--- config.mk ---
export PLATFORM = sky130hd
export DESIGN_NAME = omsr_cell
export DESIGN_NICKNAME = d
export VERILOG_FILES = /design/src/rtl/omsr_pkg.sv /design/src/rtl/omsr_cell.sv
export SDC_FILE = /design/constraint.sdc
export NUM_CORES = 1
export LEC_CHECK = 0
export BUFFER_PORTS_ARGS = -buffer_cell sky130_fd_sc_hd__buf_2
export CAP_MARGIN = 20
export CORE_MARGIN = 2
export CORE_UTILIZATION = 36
export DETAILED_ROUTE_END_ITERATION = 6
export PLACE_DENSITY = 0.68
export REMOVE_ABC_BUFFERS = 1
export SLEW_MARGIN = 20
export SYNTH_ARGS = -nofsm -noshare
export SYNTH_HDL_FRONTEND = slang
export SYNTH_SLANG_ARGS = --single-unit
--- constraint.sdc ---
create_clock -name clk -period 3.2 [get_ports clk]
set_clock_uncertainty 0.15 [all_clocks]
set_input_delay 0.64 -clock clk [delete_from_list [all_inputs] [get_ports clk]]
set_output_delay 0.64 -clock clk [all_outputs]
set_load 0.03 [all_outputs]
--- src/rtl/omsr_pkg.sv ---
package omsr_pkg;

	localparam int unsigned OMSR_CAPACITY = 256;
	localparam int unsigned KEY_W         = 32;
	localparam int unsigned POS_W         = 9;
	localparam int unsigned CNT_W         = 9;

	typedef enum logic [1:0] {
		OP_INSERT = 2'd0,
		OP_DELETE = 2'd1,
		OP_RANK   = 2'd2,
		OP_SELECT = 2'd3
	} opcode_t;

	typedef enum logic [1:0] {
		STS_OK        = 2'd0,
		STS_FULL      = 2'd1,
		STS_NOT_FOUND = 2'd2,
		STS_RANGE     = 2'd3
	} status_t;

	typedef enum logic [2:0] {
		S_IDLE,
		S_EVAL,
		S_SCAN,
		S_SHIFT,
		S_RESP
	} state_t;

	// per-cycle command broadcast to every cell
	typedef struct packed {
		logic eval;
		logic ins;
		logic shl;
	} cell_ctl_t;

endpackage

--- src/rtl/omsr_cell.sv ---
module omsr_cell #(
	parameter int unsigned IDX = 0
) (
	input  logic                                clk,
	input  logic                                arst_n,
	input  omsr_pkg::cell_ctl_t                 ctl,
	input  logic signed [omsr_pkg::KEY_W-1:0]   opnd_key,
	input  logic        [omsr_pkg::POS_W-1:0]   opnd_pos,
	input  logic signed [omsr_pkg::KEY_W-1:0]   left_key,
	input  logic                                left_occ,
	input  logic                                left_less,
	input  logic signed [omsr_pkg::KEY_W-1:0]   right_key,
	input  logic                                right_occ,
	output logic signed [omsr_pkg::KEY_W-1:0]   key_q,
	output logic                                occ_q,
	output logic                                less_q,
	output logic                                eq_q,
	output logic                                hit_q
);
	import omsr_pkg::*;

	localparam int unsigned RANK = IDX + 1;

	always_ff @(posedge clk or negedge arst_n) begin
		if (!arst_n) begin
			occ_q  <= 1'b0;
			less_q <= 1'b0;
			eq_q   <= 1'b0;
			hit_q  <= 1'b0;
		end else begin
			if (ctl.eval) begin
				less_q <= occ_q && (key_q < opnd_key);
				eq_q   <= occ_q && (key_q == opnd_key);
				hit_q  <= occ_q && (RANK == 32'(opnd_pos));
			end
			if (ctl.ins && !less_q) begin
				occ_q <= left_less ? 1'b1 : left_occ;
			end else if (ctl.shl && !less_q) begin
				occ_q <= right_occ;
			end
		end
	end

	// key storage, no reset
	always_ff @(posedge clk) begin
		if (ctl.ins && !less_q) begin
			key_q <= left_less ? opnd_key : left_key;
		end else if (ctl.shl && !less_q) begin
			key_q <= right_key;
		end
	end

endmodule

# After elaboration in Yosys (flattened, before gate mapping)
# Index checks and enable logic that the tools add are counted.
dict set report word_totals {
  inputBits 113
  out_inout_bits 36
  ff_bits 36
}
dict set report classes {
  muxes 6
  n_reduce_logical 7
  eq_ne 2
  magnitude_cmp 1
}
# operator count
set op_table {}
lappend op_table {{$mux W32} 3}
lappend op_table {{$eq A32 B32 Y1} 1}
lappend op_table {{$lt A32 B32 Y1} 1}
lappend op_table {{$eq A1 B9 Y1 const A} 1}
lappend op_table {{$logic_and A1 B1 Y1} 5}
lappend op_table {{$mux W1} 3}
lappend op_table {{$reduce_bool A2 Y1} 1}
lappend op_table {{$logic_not A1 Y1} 1}

# Logic depth before layout (Yosys ltp)
dict set report depth {
  word_depth 4
  mapped_depth 8
}

# Least setup slack after synthesis
# No wires, ideal clock.
dict set report synth_path {
  kind {input-to-reg}
  from {input port ctl[1] (netlist bit)}
  to {register occ_q}
  cell_stages 4
  n_path_buf 0
  setup_ps 76
  path_slack_ps 419
  arrival_time_ps 2556
  cell_sequence {nor2_1 nor2_1 o311ai_0 nand2_1}
}
dict set report synth_via {
  elab_chain_len 2
}
# element line_no
set synth_lines {}
lappend synth_lines {{start: declaration} omsr_cell.sv:6} ;# input omsr_pkg::cell_ctl_t ctl,
lappend synth_lines {{$logic_and A1 B1 Y1 *} omsr_cell.sv:36} ;# if (ctl.ins && !less_q) begin
lappend synth_lines {{$mux W1 or $reduce_bool A2 Y1 (tied branches)} -}
lappend synth_lines {{end signal: assignment} omsr_cell.sv:37} ;# occ_q <= left_less ? 1'b1 : left_occ;
lappend synth_lines {{end signal: assignment} omsr_cell.sv:39} ;# occ_q <= right_occ;
lappend synth_lines {{end: declaration} omsr_cell.sv:15} ;# output logic occ_q,
# Mark *: on every way between the ends. The rest lies on a longest branch, timed or not.
# A chain may end at the register's enable or synchronous reset.

# Worst setup path after layout
dict set report layout_path {
  from {input port opnd_key[30] (netlist bit)}
  to {register less_q}
}
dict set report layout_via {
  elab_chain_len 2
}
# element line_no
set layout_lines {}
lappend layout_lines {{start: declaration} omsr_cell.sv:7} ;# input logic signed [omsr_pkg::KEY_W-1:0] opnd_key,
lappend layout_lines {{$lt A32 B32 Y1} omsr_cell.sv:32} ;# less_q <= occ_q && (key_q < opnd_key);
lappend layout_lines {{$logic_and A1 B1 Y1} omsr_cell.sv:32}
lappend layout_lines {{end signal: assignment} omsr_cell.sv:32}
lappend layout_lines {{end: declaration} omsr_cell.sv:16} ;# output logic less_q,
# No other way between the ends.

==> impl_metrics.json <==
{
  "antenna_cells": 0,
  "clk_latency_ps": 290,
  "period_minus_slack_ps": 2250,
  "htree_levels": 2,
  "p_comb_share_pct": 48.3,
  "min_to": "eq_q",
  "die_w_um": 89.4,
  "p_per_area_nw_per_um2": 603,
  "finalSetupViolations": 0,
  "syn_area_per_cell_sq_um": 9.40,
  "cp.required_ps": 3230,
  "maxSlewViolCount": 0,
  "hold_buffers": 1,
  "post_drt_wl_per_cell_um": 12.8,
  "fin_nets": 572,
  "synth_edf_count": 32,
  "r2r_end": "less_q",
  "ir_worst_vdd_v": 0.000213,
  "switchingPower_uw": 933,
  "maxCapViolCount": 0,
  "drt_first_pass_iters": 4,
  "place_ws_ps": 630,
  "fin_crit_sh_pct": 70.3,
  "startpoint_type": "input port",
  "final_cell_mix": "148 x buf_2, 42 x nand2_1, 38 x o21ai_0",
  "critPathCaptureType": "flip-flop",
  "post-cts-setup-buffer-count": 0,
  "via_count": 2505,
  "final_common_cell": "buf_2",
  "fin_ws_ps": 951,
  "port_buffers": 148,
  "cts_tree": "done",
  "cts.clk_slew.worst_paths_ps": 80,
  "critPathKind": "input port to flip-flop",
  "cts_root_buf": "clkbuf_8",
  "grt_pass1_vias": 2343,
  "ys.flop_type": "edfxtp_1",
  "grt_max_degree": 36,
  "min_path_cells": 2,
  "hold_viol_final": 0,
  "post-route-util_pct": 50.3,
  "p_int_uw": 1230,
  "r2r_start": "key_q[30]",
  "die_area_sq_um": 7990,
  "cts_buffers": 5,
  "crit_arrival_ps": 2280,
  "whs_ps": 379,
  "synth_seq_cells": 36,
  "yosysSeqAreaShare_pct": 40.4,
  "ios": 149,
  "drt-initial-drc-count": 88,
  "initial_core_util_pct": 36.8,
  "yosysUniqueCellTypes": 26,
  "cts_buffer_depth": 2,
  "grt_antenna_before_repair": 0,
  "hp-start": "eq_q",
  "chipHeight_um": 89.4,
  "power_leakage_uw": 0.00191,
  "gr-total-overflow": 0,
  "post-dp-hpwl_mm": 5.58,
  "layout-drive-gt1-share_pct": 37.9,
  "p_seq_share_pct": 36.9,
  "grt_pass1_wl_mm": 10.4,
  "cts_resized": 0,
  "status": "finished clean",
  "drtAntennaViolNets": 0,
  "reg2reg_slack_ps": 1000,
  "rsz0062_at_grt": "no",
  "syn_to_final_growth_pct": 36.9,
  "ys.warnings.count": 0,
  "async_flop_share_pct": 11.1,
  "fp-row-count": 31,
  "core_sq_um": 7140,
  "path_max_fanout": 4,
  "startpoint": "opnd_key[30]",
  "wl_mm": 6.76,
  "worst_pin_slew_ps": 646,
  "hp-class": "flip-flop to flip-flop",
  "gp_congestion": 0.726,
  "stdcell_area_sq_um": 3590,
  "drc": 0,
  "switching_share_pct": 43.0,
  "grtUsageTotal_pct": 16.9,
  "clkSinkCount": 36,
  "avgViaCountPerCell": 4.75,
  "placed_area_sq_um": 3500,
  "nFillCells": 738,
  "tns_ps": 0,
  "fmaxAchievable_ghz": 0.445,
  "syn-cell-area_sq_um": 2620,
  "clockPowerShare_pct": 14.8,
  "worst_slew_margin_rel_pct": 56.9,
  "rr_worst_depth": 7,
  "syn_inst": 279
}
## worst max-delay path, cell delays in order
cell and delay [ps]:
buf_2 90, inv_1 40, ha_1 320, nand4_1 200, nor3_1 80, a22o_1 200, or4_4 420, a41oi_1 220
nand2_1 80
## how the worst max path moves through the flow
stage,endpoint,slack [ps],depth (start not counted)
after global placement,less_q,710,9
final,less_q,950,9
after floorplan,occ_q,420,4
after CTS,less_q,950,9
after global routing,less_q,810,9
after detailed placement,less_q,630,9
## cell usage after synthesis, types with 4 or more instances
master	n	area [sq um]
a21oi_1	13	65.1
clkbuf_1	8	30.0
dfrtp_1	4	100
edfxtp_1	32	961
ha_1	32	400
inv_1	36	135
mux2i_1	32	320
nand2_1	42	158
nand3_1	6	30.0
nand4_1	7	43.8
nor2_1	5	18.8
o21ai_0	38	190
## sequential cells by signal, indices dropped and copies added, names as in the netlist
name    cells
key_q      32
eq_q        1
hit_q       1
less_q      1
occ_q       1
## stage by stage
stage | power [uW] | std cells
global route | 2340 | 527
CTS | 2210 | 527
finish | 2170 | 527
floorplan | 1480 | 268
detailed placement | 1880 | 518
global placement | 1840 | 518
## per-layer routing
| layer | track usage [%] | vias to the layer above | share of wire (%) |
|---|---|---|---|
| li1 | - | 1289 | - |
| met1 | 21.5 | 1117 | 44 |
| met2 | 29.2 | 94 | 48 |
| met3 | 3.42 | 5 | 7.0 |
| met4 | 4.48 | 0 | 0.87 |
| met5 | 0 | - | 0 |
## final cells by class
type | count | area (sq um) | area share (%)
clock buffer | 7 | 76.3 | 2.12
clock inverter | 1 | 5.00 | 0.139
tap | 99 | 124 | 3.45
multi-input combinational | 196 | 1390 | 38.8
timing repair buffer | 152 | 798 | 22.2
inverter | 36 | 135 | 3.76
sequential | 36 | 1060 | 29.5
## logic make-up after synthesis
kind of cell / after synthesis / synth area share, %
AND/OR/NAND/NOR: 70 / 12.0
flip-flops: 36 / 40.4
adder cells (fa/ha/maj): 32 / 15.3
AO/OA/AOI/OAI: 62 / 13.2
multiplexers: 32 / 12.2
buffers and inverters: 47 / 6.87
## power groups by stage
stage | combinational [uW] | sequential (uW) | clock, uW
global placement | 1040 | 805 | 0
finish | 1050 | 800 | 320
detailed placement | 1070 | 814 | 0
global route | 1180 | 822 | 347
CTS | 1070 | 805 | 333
floorplan | 410 | 1070 | 0
Note: power is estimated with default switching activity, not from simulation.
